### config.mk
export PLATFORM = sky130hd
export DESIGN_NAME = quantized_pot_debouncer
export DESIGN_NICKNAME = d
export VERILOG_FILES = /design/src/sv/qpd_pkg.sv /design/src/sv/qpd_quant.sv /design/src/sv/quantized_pot_debouncer.sv
export SDC_FILE = /design/constraint.sdc
export NUM_CORES = 1
export LEC_CHECK = 0
export ABC_CLOCK_PERIOD_IN_PS = 4100
export BUFFER_PORTS_ARGS = -buffer_cell sky130_fd_sc_hd__buf_2
export CAP_MARGIN = 20
export CORE_AREA = 2 2 136 191
export DETAILED_ROUTE_END_ITERATION = 10
export DIE_AREA = 0 0 138 193
export SETUP_SLACK_MARGIN = 0.3
export SYNTH_ARGS = -nofsm -noshare
export SYNTH_HDL_FRONTEND = slang
export SYNTH_SLANG_ARGS = --single-unit
### constraint.sdc
create_clock -name clk -period 4.1 [get_ports clk]
set_input_delay 0.82 -clock clk [delete_from_list [all_inputs] [get_ports clk]]
set_output_delay 0.82 -clock clk [all_outputs]
set_load 0.02 [all_outputs]
### src/sv/qpd_pkg.sv
// ----------------------------------------------------------------------------
// qpd_pkg
// shared types and constants of the quantized pot debouncer
// ----------------------------------------------------------------------------
package qpd_pkg;

    localparam int MAX_RANGES = 4;
    localparam int BOUND_REGS = 4;

    localparam int SAMPLE_W    = 10;
    localparam int INDEX_W     = 3;
    localparam int VELOCITY_W  = SAMPLE_W + 1;
    localparam int COUNT_W     = 3;
    localparam int THRESHOLD_W = 8;
    localparam int MISMATCH_W  = 9;
    localparam int BOUNDS_W    = 2 * SAMPLE_W;

    localparam int NUM_RANGES  = (MAX_RANGES < BOUND_REGS) ? MAX_RANGES : BOUND_REGS;

    localparam int APB_DATA_W  = 32;
    localparam int APB_ADDR_W  = 5;
    localparam int REG_SEL_W   = 3;

    localparam logic [REG_SEL_W-1:0] REG_RANGE_COUNT = 3'd0;
    localparam logic [REG_SEL_W-1:0] REG_THRESHOLD   = 3'd1;
    localparam logic [REG_SEL_W-1:0] REG_BOUNDS_0    = 3'd2;
    localparam logic [REG_SEL_W-1:0] REG_BOUNDS_1    = 3'd3;
    localparam logic [REG_SEL_W-1:0] REG_BOUNDS_2    = 3'd4;
    localparam logic [REG_SEL_W-1:0] REG_BOUNDS_3    = 3'd5;

    localparam logic signed [INDEX_W-1:0] INDEX_NONE = -3'sd1;
    localparam logic [MISMATCH_W-1:0]     MISMATCH_MAX = '1;

    typedef logic [SAMPLE_W-1:0]          sample_t;
    typedef logic signed [INDEX_W-1:0]    index_t;
    typedef logic signed [VELOCITY_W-1:0] velocity_t;
    typedef logic [COUNT_W-1:0]           count_t;
    typedef logic [THRESHOLD_W-1:0]       threshold_t;
    typedef logic [MISMATCH_W-1:0]        mismatch_t;
    typedef logic [BOUNDS_W-1:0]          bounds_t;
    typedef bounds_t                      bounds_arr_t [BOUND_REGS];

endpackage

### src/sv/qpd_quant.sv
// ----------------------------------------------------------------------------
// qpd_quant
// parallel range comparators, lowest matching range wins
// ----------------------------------------------------------------------------
module qpd_quant
(
    input  qpd_pkg::sample_t     sample,
    input  qpd_pkg::count_t      range_count,
    input  qpd_pkg::bounds_arr_t bounds,
    output qpd_pkg::index_t      raw_index
);
    import qpd_pkg::*;

    count_t count_clamped;
    logic [NUM_RANGES-1:0] hit;

    assign count_clamped = (range_count > COUNT_W'(NUM_RANGES)) ?
                           COUNT_W'(NUM_RANGES) : range_count;

    always_comb
    begin
        for (int i = 0; i < NUM_RANGES; i++)
        begin
            hit[i] = (COUNT_W'(i) < count_clamped)
                  && (sample >= bounds[i][SAMPLE_W-1:0])
                  && (sample <= bounds[i][BOUNDS_W-1:SAMPLE_W]);
        end
    end

    always_comb
    begin
        raw_index = INDEX_NONE;
        for (int i = NUM_RANGES - 1; i >= 0; i--)
        begin
            if (hit[i])
            begin
                raw_index = INDEX_W'(i);
            end
        end
    end

endmodule

### src/sv/quantized_pot_debouncer.sv
// ----------------------------------------------------------------------------
// quantized_pot_debouncer
// quantizes adc samples to configured ranges and debounces the range index
// ----------------------------------------------------------------------------
// an accepted input word passes the input register, then the result register, 2 registers
// throughput: one word per cycle while out_stall is low, input register feeds the result register
// the input side stalls only when both stages hold a word and the output stalls
// reset: asynchronous, clears valids, config registers and debounce state to 0
// ----------------------------------------------------------------------------
module quantized_pot_debouncer
(
    input  logic                                clk,
    input  logic                                rst_n,
    input  logic                                psel,
    input  logic                                penable,
    input  logic                                pwrite,
    input  logic [qpd_pkg::APB_ADDR_W-1:0]      paddr,
    input  logic [qpd_pkg::APB_DATA_W-1:0]      pwdata,
    output logic [qpd_pkg::APB_DATA_W-1:0]      prdata,
    output logic                                pready,
    input  logic                                in_valid,
    output logic                                in_stall,
    input  qpd_pkg::sample_t                    sample,
    output logic                                out_valid,
    input  logic                                out_stall,
    output qpd_pkg::index_t                     debounced_index,
    output qpd_pkg::index_t                     raw_index,
    output qpd_pkg::velocity_t                  velocity,
    output logic                                state_changed
);
    import qpd_pkg::*;

    // config registers
    count_t      range_count_reg;
    threshold_t  threshold_reg;
    bounds_arr_t bounds_reg;
    logic [REG_SEL_W-1:0] reg_sel;
    logic        cfg_write;

    // input stage
    logic    s1_valid_reg;
    logic    s1_valid_next;
    sample_t s1_sample_reg;
    logic    in_accept;
    logic    s1_advance;

    // debounce state
    index_t    current_index_reg;
    index_t    current_index_next;
    mismatch_t mismatch_count_reg;
    mismatch_t mismatch_count_next;
    sample_t   previous_sample_reg;

    // result stage
    logic      out_valid_reg;
    logic      out_valid_next;
    index_t    debounced_index_reg;
    index_t    raw_index_reg;
    velocity_t velocity_reg;
    logic      state_changed_reg;

    index_t    quant_index;
    mismatch_t mismatch_inc;
    logic      change;
    velocity_t velocity_calc;

    assign pready    = 1'b1;
    assign reg_sel   = paddr[APB_ADDR_W-1:2];
    assign cfg_write = psel && penable && pwrite && pready;

    always_ff @(posedge clk or negedge rst_n)
    begin
        if (!rst_n)
        begin
            range_count_reg <= '0;
            threshold_reg   <= '0;
            for (int i = 0; i < BOUND_REGS; i++)
            begin
                bounds_reg[i] <= '0;
            end
        end
        else if (cfg_write)
        begin
            unique case (reg_sel)
                REG_RANGE_COUNT: range_count_reg <= pwdata[COUNT_W-1:0];
                REG_THRESHOLD:   threshold_reg   <= pwdata[THRESHOLD_W-1:0];
                REG_BOUNDS_0:    bounds_reg[0]   <= pwdata[BOUNDS_W-1:0];
                REG_BOUNDS_1:    bounds_reg[1]   <= pwdata[BOUNDS_W-1:0];
                REG_BOUNDS_2:    bounds_reg[2]   <= pwdata[BOUNDS_W-1:0];
                REG_BOUNDS_3:    bounds_reg[3]   <= pwdata[BOUNDS_W-1:0];
                default:         ;
            endcase
        end
    end

    always_comb
    begin
        unique case (reg_sel)
            REG_RANGE_COUNT: prdata = APB_DATA_W'(range_count_reg);
            REG_THRESHOLD:   prdata = APB_DATA_W'(threshold_reg);
            REG_BOUNDS_0:    prdata = APB_DATA_W'(bounds_reg[0]);
            REG_BOUNDS_1:    prdata = APB_DATA_W'(bounds_reg[1]);
            REG_BOUNDS_2:    prdata = APB_DATA_W'(bounds_reg[2]);
            REG_BOUNDS_3:    prdata = APB_DATA_W'(bounds_reg[3]);
            default:         prdata = '0;
        endcase
    end

    // handshake
    assign s1_advance = s1_valid_reg && (!out_valid_reg || !out_stall);
    assign in_stall   = s1_valid_reg && out_valid_reg && out_stall;
    assign in_accept  = in_valid && !in_stall;

    always_comb
    begin
        if (in_accept)
        begin
            s1_valid_next = 1'b1;
        end
        else if (s1_advance)
        begin
            s1_valid_next = 1'b0;
        end
        else
        begin
            s1_valid_next = s1_valid_reg;
        end
    end

    always_comb
    begin
        if (s1_advance)
        begin
            out_valid_next = 1'b1;
        end
        else if (out_valid_reg && out_stall)
        begin
            out_valid_next = 1'b1;
        end
        else
        begin
            out_valid_next = 1'b0;
        end
    end

    always_ff @(posedge clk)
    begin
        if (in_accept)
        begin
            s1_sample_reg <= sample;
        end
    end

    qpd_quant u_quant
    (
        .sample      (s1_sample_reg),
        .range_count (range_count_reg),
        .bounds      (bounds_reg),
        .raw_index   (quant_index)
    );

    // debounce update
    assign velocity_calc = velocity_t'({1'b0, s1_sample_reg})
                         - velocity_t'({1'b0, previous_sample_reg});

    always_comb
    begin
        mismatch_inc        = (mismatch_count_reg < MISMATCH_MAX) ?
                              mismatch_count_reg + 1'b1 : mismatch_count_reg;
        change              = 1'b0;
        current_index_next  = current_index_reg;
        mismatch_count_next = '0;
        if (quant_index != current_index_reg)
        begin
            if (mismatch_inc > MISMATCH_W'(threshold_reg))
            begin
                change             = 1'b1;
                current_index_next = quant_index;
            end
            else
            begin
                mismatch_count_next = mismatch_inc;
            end
        end
    end

    always_ff @(posedge clk or negedge rst_n)
    begin
        if (!rst_n)
        begin
            s1_valid_reg        <= 1'b0;
            out_valid_reg       <= 1'b0;
            current_index_reg   <= '0;
            mismatch_count_reg  <= '0;
            previous_sample_reg <= '0;
        end
        else
        begin
            s1_valid_reg  <= s1_valid_next;
            out_valid_reg <= out_valid_next;
            if (s1_advance)
            begin
                current_index_reg   <= current_index_next;
                mismatch_count_reg  <= mismatch_count_next;
                previous_sample_reg <= s1_sample_reg;
            end
        end
    end

    always_ff @(posedge clk)
    begin
        if (s1_advance)
        begin
            debounced_index_reg <= current_index_next;
            raw_index_reg       <= quant_index;
            velocity_reg        <= velocity_calc;
            state_changed_reg   <= change;
        end
    end

    assign out_valid       = out_valid_reg;
    assign debounced_index = debounced_index_reg;
    assign raw_index       = raw_index_reg;
    assign velocity        = velocity_reg;
    assign state_changed   = state_changed_reg;

endmodule

After elaboration in Yosys (flattened, before gate mapping) --
Index checks and enable logic that the tools add are counted. Widths: inputs -> output; s select.
Operators by class: add/subtract/negate cells 2, eq/ne operators 6, reduce and logical (&&, ||, !) cells 27, $lt $le $gt $ge 15, multiplexer cells 16
Operators by type and width (number):
- $pmux 20 s6 | 1
- $ge 10x10->1 | 4
- $le 10x10->1 | 4
- $mux 9 | 3
- $mux 3 | 7
- $logic_and 1x1->1 | 15
- $reduce_and 2->1 | 6
- $sub 10x10->11 | 1
- $add 9x1->9 const B | 1
- $gt 9x8->1 | 1
- $lt 9x9->1 const B | 1
- $eq 3x2->1 const B | 2
- $eq 3x3->1 const B | 2
- $lt 1x3->1 const A | 2
- $lt 2x3->1 const A | 2
- $mux 1 | 5
- $eq 3x1->1 const B | 1
- $gt 3x3->1 const B | 1
- $logic_not 1->1 | 3
- $logic_not 3->1 | 1
- $ne 3x3->1 | 1
- $reduce_bool 2->1 | 1
- $logic_or 1x1->1 | 1
Word-level totals: word-level logic and storage cells 82, input port bits 54, register bits 143, output and inout port bits 53

Logic depth before layout (Yosys ltp) --
Gate-level depths: netlist of run 1.
word-level depth 11, depth in mapped cells 15

Hierarchy --
A second synthesis of run 1 with hierarchy kept.
Second synthesis, totals: cell total of the unflattened synthesis 802, area total of the unflattened synthesis 8831.0 um2
By module, submodules not included:
- quantized_pot_debouncer | cells each 531, area an instance 6836.6 um2, seq. area each 3718.6 um2, times used 1
- qpd_quant | cells each 271, area an instance 1994.4 um2, seq. area each 0.0 um2, times used 1

Worst setup path before layout of run 1 --
No wires, ideal clock.
path type reg-to-reg, start point register mismatch_count_reg[2], end point register mismatch_count_reg[1], clock period less this slack 3.234 ns, stages on the path, launching flop included 16, arrival time 3.166 ns, setup slack 0.866 ns, path buffers 1, path through dfrtp_1 > and3_1 > nand3_1 > nor2_1 > or2_2 > ha_1 > nor2b_1 > o21a_1 > o21a_1 > o21a_1 > o21ai_0 > a21oi_1 > or2_2 > clkbuf_1 > nor3_1 > a22o_1
On the way: cells in the longest elaborated chain, start to end 5
Ends and longest elaborated chain:
- start, declared | line quantized_pot_debouncer.sv:50 | mismatch_t mismatch_count_reg;
- start signal, assigned | line quantized_pot_debouncer.sv:204 | mismatch_count_reg <= mismatch_count_next;
- $add 9x1->9 or $lt 9x9->1 (tied branches) | line quantized_pot_debouncer.sv:169, quantized_pot_debouncer.sv:168
- $mux 9 (*) | line quantized_pot_debouncer.sv:168 | mismatch_inc = (mismatch_count_reg < MISMATCH_MAX) ?
- $gt 9x8->1 | line quantized_pot_debouncer.sv:175 | if (mismatch_inc > MISMATCH_W'(threshold_reg))
- $mux 9 (*) | line quantized_pot_debouncer.sv:175
- $mux 9 (*) | line quantized_pot_debouncer.sv:173 | if (quant_index != current_index_reg)
Every way passes the cells marked *; elsewhere a longest branch is shown, timed or not. A chain may end at the register's enable or synchronous reset.

Final worst setup path of run 1 --
start point register s1_sample_reg[6], end point register debounced_index_reg[0], in the netlist debounced_index[0] (data pin)
On the way: cells in the longest elaborated chain, start to end 9
Ends and longest elaborated chain:
- start, declared | line quantized_pot_debouncer.sv:43 | sample_t s1_sample_reg;
- start signal, assigned | line quantized_pot_debouncer.sv:150 | s1_sample_reg <= sample;
- $ge 10x10->1 | line qpd_quant.sv:25 | && (sample >= bounds[i][SAMPLE_W-1:0])
- $logic_and 1x1->1 | line qpd_quant.sv:25
- $logic_and 1x1->1 | line qpd_quant.sv:26 | && (sample <= bounds[i][BOUNDS_W-1:SAMPLE_W]);
- $mux 3 (3 in a row) | line qpd_quant.sv:35 | if (hit[i])
- $mux 3 (*) | line qpd_quant.sv:35
- $ne 3x3->1 | line quantized_pot_debouncer.sv:173
- $mux 3 (*) | line quantized_pot_debouncer.sv:173
- named net current_index_next[0] | line quantized_pot_debouncer.sv:49 | index_t current_index_next;
- end signal, assigned | line quantized_pot_debouncer.sv:214 | debounced_index_reg <= current_index_next;
- end, declared | line quantized_pot_debouncer.sv:57 | index_t debounced_index_reg;
Mark *: on every way through the listed nets, which the timed path passes. The rest lies on a longest branch.

==> flow_summary.yaml, run 1 <==
synthesis:
  ys.warnings.count: 0
  synth_cells: 922
  ys_ff_latch: 143
  synth_area_um2: 8640
  synth_edf_count: 28
  yosys.cell_types.count: 52
  asyncSetResetFlopFracSynth: 0.804
  syn_avg_cell_area_um2: 9.37
  synth_sequential_area_ratio: 0.430
  dominantRegCellSynth: "dfrtp_1"
timing:
  worst_pin_slew_ns: 0.875
  fin_tns_setup_ns: 0
  finalSetupViolCount: 0
  maxClockFrequency_mhz: 268
  grt_setup_unrepaired: "no"
  timing.final.crit_period_ns: 3.73
  worst_clock_skew_ns: 0.0105
  timing_max_transition_violations_final: 0
  post_route_clock_period_utilization: 0.909
  worst_slack_ns: 0.375
  hold_violations: 0
  timing.max_slew.rel_slack: 0.417
routing:
  drt_total_wl_um: 22800
  ant_nets: 0
  post_drt_wl_per_cell_um: 17.1
  1st_iter_drt_viols: 308
  dr_total_vias: 6765
  avgViaCountPerCell: 5.08
  drt_pre_antenna_iters: 4
  drc: 0
place:
  final_replace_weighted_congestion: 0.830
  io_buffer_count: 79
  placed_area_um2: 9410
  pre_cts_slack_ns: 0.472
  detailed_place_hpwl_um: 16900
global_route:
  grt_pass1_wl_um: 35800
  track_usage: 0.174
  gr-total-overflow: 0
  largest_net_degree_at_the_start_of_global_routing: 116
  grt_antenna_before_repair: 1
  first_global_vias: 6781
cts:
  clkTransAtPathRegs_ns: 0.06
  cts_hold_repair.buffers: 0
  setup_bufs_post_cts: 0
  cts-htree-levels: 4
  cts.sink_count: 143
  insertion_delay_to_the_later_sink_of_the_worst_skew_pair_ns: 0.43
  root_driver: "clkbuf_16"
  tritoncts: "yes"
  clk_path_buf_depth: 2
  numCtsBuffers: 17
critical_path:
  worst_r2r_startpoint: "s1_sample_reg[6]"
  timing.critical_path.slowest_stage_cell: "edfxtp_1"
  setup.worst_path.start: "s1_sample_reg[6]"
  critPathMaxStageDelay_ns: 0.65
  required_time_of_the_worst_setup_path_ns: 4.27
  critPathKind: "flip-flop to flip-flop"
  crit_path_start_kind: "flip-flop"
  worstSetupEndpointType: "flip-flop"
  cp_cell_sequence: "ha_1, a21oi_1, nor2b_1, o21ai_0, a31oi_1, or4b_1, a21bo_2, a311oi_4, nor2_2, mux2_2"
  reg2reg_slack_ns: 0.37
  reg2reg_to: "debounced_index[0]"
  cp_top_family: "compound AO/OA/AOI/OAI gates"
  worst-path-buf-inv: 0
  timing.critical_path.fanout_max: 10
  r2r_cells: 10
  cp.arrival_ns: 3.90
cells_and_area:
  layout.filler_cells: 2541
  finalInstanceArea_um2: 10000
  sequential_cell_area_um2: 3720
  multi_input_area_um2: 4350
  post_route_cells_drive_above_1_share: 0.149
  syn2layout_area_growth_pct: 16.1
  largest_register_ff_count: 80
  finalNetCount: 1155
  antenna-diode-count: 0
  layout_common_cells: "nand2_1, o21ai_0, dfrtp_1"
run:
  timing.max_cap.violations: 0
floorplan:
  ioPinCount: 107
  chipHeight_um: 193
  core_area_um2: 25000
  die-area_um2: 26600
  die_width_um: 138
  initial_core_util: 0.345
  num_rows: 69
outcome:
  run_status: "complete, no violations"
power:
  design_power_total_mw: 5.17
  ratio_of_total_power_to_cell_area_nw_per_um2: 516
  vdd_ir_drop_max_mv: 0.325
  power.leakage_nw: 4.77
min_path:
  hold_path_class: "primary input to asynchronous set/reset pin"
## synth_stat cells (9+ instances only)
| library cell | n | share of area |
|---|---|---|
| inv_1 | 109 | 0.047 |
| nand2b_1 | 15 | 0.011 |
| nor2_1 | 29 | 0.013 |
| o21ai_0 | 125 | 0.072 |
| o22ai_1 | 20 | 0.014 |
| mux2i_1 | 31 | 0.036 |
| nand2_1 | 125 | 0.054 |
| dfrtp_1 | 115 | 0.33 |
| buf_4 | 13 | 0.011 |
| mux2_2 | 16 | 0.021 |
| nand4_1 | 14 | 0.010 |
| clkbuf_1 | 28 | 0.012 |
| a21oi_1 | 39 | 0.023 |
| ha_1 | 99 | 0.14 |
| edfxtp_1 | 28 | 0.097 |
| nor2b_1 | 9 | 0.0065 |
## worst max path at each step
stage / depth (start not counted) / to / slack (ns)
6_report: 10 / debounced_index[0] / 0.37
5_1_grt: 10 / debounced_index[0] / 0.33
4_1_cts: 14 / mismatch_count_reg[4] / 0.43
3_5_place_dp: 10 / debounced_index[0] / 0.47
3_3_place_gp: 14 / mismatch_count_reg[3] / 0.49
2_1_floorplan: 15 / mismatch_count_reg[1] / 0.87
## metal layers
metal  vias up  track usage  share of wire
met3        37       0.0294          0.034
met5         -            0        0.00031
met2       134        0.333           0.54
met4         2       0.0651          0.029
li1       3329            -              -
met1      3263        0.195           0.40
## power breakdown
| group | internal, mW | switching (mW) | leakage [nW] |
|---|---|---|---|
| logic | 0.649 | 0.918 | 2.86 |
| registers | 1.78 | 0.210 | 1.61 |
| clock network | 1.02 | 0.595 | 0.303 |
| total | 3.45 | 1.72 | 4.77 |
## cell families after synthesis
group	count (synthesis)	synth area share
compound gates	235	0.158
buf+inv	154	0.0726
fa+ha+maj	100	0.146
simple gates	231	0.122
flops	143	0.430
other cells	2	0.000869
mux	50	0.0633
xor+xnor	7	0.00710
## final cells by class
cell class              count  area share
clock buffers              23      0.0488
repair buffers             94      0.0534
well taps                 319      0.0398
inverters                 109      0.0408
clock inverters             9      0.0127
flip-flops and latches    143       0.371
multi-input cells         636       0.434
## metrics by stage
step | utilization | hold slack [ns] | std cells
after global routing | 0.401 | 0.545 | 1333
final | 0.401 | 0.422 | 1333
after global placement | 0.376 | 0.470 | 1301
after detailed placement | 0.376 | 0.476 | 1301
after floorplan | - | 0.454 | 933
after CTS | 0.400 | 0.489 | 1333
## what timing repair did
action,in CTS,in global routing
hold endpoints to repair,0,0
setup endpoints to repair,0,6
gates resized for setup,0,1
Power figures use the tool's default switching activity.
==> inputs of run 2 (changes only) <==
Settings changed: ABC_CLOCK_PERIOD_IN_PS 4100 to 4600.
Clock period 4.1 ns to 4.6 ns, I/O delays scaled along.
==> flow_summary.yaml, run 2 (synthesized netlist as in run 1, its figures left out) <==
outcome:
  run_status: "complete, no violations"
min_path:
  hold_path_class: "flip-flop to flip-flop"
cts:
  cts.sink_count: 143
  ctsResizeCount: 0
  clk_path_buf_depth: 2
  numCtsBuffers: 17
  cts-htree-levels: 4
  tritoncts: "yes"
  cts_hold_repair.buffers: 0
  root_driver: "clkbuf_16"
  clkTransAtPathRegs_ns: 0.06
  insertion_delay_to_the_later_sink_of_the_worst_skew_pair_ns: 0.43
  setup_bufs_post_cts: 0
power:
  power.leakage_nw: 4.74
  ratio_of_total_power_to_cell_area_nw_per_um2: 459
  vdd_ir_drop_max_mv: 0.274
  design_power_total_mw: 4.58
timing:
  worst_clock_skew_ns: 0.0110
  timing.final.crit_period_ns: 3.81
  fin_tns_setup_ns: 0
  timing.max_slew.rel_slack: 0.362
  timing_max_transition_violations_final: 0
  maxClockFrequency_mhz: 262
  worst_pin_slew_ns: 0.957
  hold_slack_ns: 0.491
  worst_slack_ns: 0.790
  hold_violations: 0
  post_route_clock_period_utilization: 0.828
  finalSetupViolCount: 0
  grt_setup_unrepaired: "no"
floorplan:
  die-area_um2: 26600
  ioPinCount: 107
  initial_core_util: 0.345
  chipHeight_um: 193
  core_area_um2: 25000
  num_rows: 69
  die_width_um: 138
place:
  pre_cts_slack_ns: 0.870
  io_buffer_count: 79
  final_replace_weighted_congestion: 0.826
  dp.cells: 1299
  detailed_place_hpwl_um: 17000
  placed_area_um2: 9370
global_route:
  track_usage: 0.178
  gr-total-overflow: 0
  grt_antenna_before_repair: 0
  largest_net_degree_at_the_start_of_global_routing: 69
  first_global_vias: 6920
  grt_pass1_wl_um: 36400
cells_and_area:
  layout_common_cells: "nand2_1, o21ai_0, dfrtp_1"
  layout.filler_cells: 2527
  multi_input_area_um2: 4340
  antenna-diode-count: 0
  instances_no_fill: 1331
  post_route_cells_drive_above_1_share: 0.149
  largest_register_ff_count: 80
  finalInstanceArea_um2: 9980
  sequential_cell_area_um2: 3720
  syn2layout_area_growth_pct: 15.5
  finalNetCount: 1153
  final_core_utilization: 0.399
routing:
  ant_nets: 0
  post_drt_wl_per_cell_um: 17.1
  drt_pre_antenna_iters: 4
  drt_total_wl_um: 22700
  dr_total_vias: 6738
  drc: 0
  1st_iter_drt_viols: 417
  avgViaCountPerCell: 5.06
critical_path:
  cp.arrival_ns: 3.98
  required_time_of_the_worst_setup_path_ns: 4.77
  timing.critical_path.fanout_max: 10
  critPathKind: "flip-flop to flip-flop"
  worstSetupEndpointType: "flip-flop"
  crit_path_start_kind: "flip-flop"
  reg2reg_slack_ns: 0.79
run:
  timing.max_cap.violations: 0
run 2: cell types whose count changed in the layout (fill, tap and decap cells not counted), sizes merged:
cell      before  now
bufinv         3    2
clkinvlp       1    3
clkbuf        23   19
inv          111  114
buf           94   92
run 2: report_power, final:
group          total [mW]  switching (mW)  internal (mW)
registers            1.77           0.186           1.58
logic                1.38           0.812          0.572
clock network        1.43           0.577          0.855
run 2: final cells by class:
cell class | instances | area share
Timing Repair Buffer | 92 | 0.0496
Inverter | 109 | 0.0410
Clock buffer | 19 | 0.0465
Multi-Input combinational cell | 636 | 0.435
Sequential cell | 143 | 0.373
Tap cell | 319 | 0.0400
Clock inverter | 13 | 0.0150
run 2: final timing paths:
check                            startpoint                     end  depth (start not counted)
max                        s1_sample_reg[8]      debounced_index[1]                          9
min                            s1_valid_reg               out_valid                          1
max reg2reg                s1_sample_reg[8]      debounced_index[1]                          9
min reg2reg                    s1_valid_reg               out_valid                          1
max in group asynchronous             rst_n        threshold_reg[6]                          2
min in group asynchronous             rst_n  previous_sample_reg[5]                          1
run 2: worst max-delay path, cell delays in order (launching register included):
cell      delay (ns)
edfxtp_1        0.62
ha_1            0.40
nor2b_1         0.13
o21ai_0         0.46
a31oi_1         0.31
or4b_1          0.56
a21bo_2         0.22
a311oi_4        0.44
nor2_2          0.10
mux2_2          0.29
run 2: metal layers:
| layer | vias to the layer above | share of wire | GRT usage | wire, um |
|---|---|---|---|---|
| li1 | 3324 | - | - | - |
| met3 | 42 | 0.032 | 0.0252 | 720 |
| met1 | 3236 | 0.41 | 0.200 | 9200 |
| met5 | - | 0 | 0 | 0 |
| met4 | 0 | 0.040 | 0.0950 | 901 |
| met2 | 136 | 0.52 | 0.327 | 11900 |
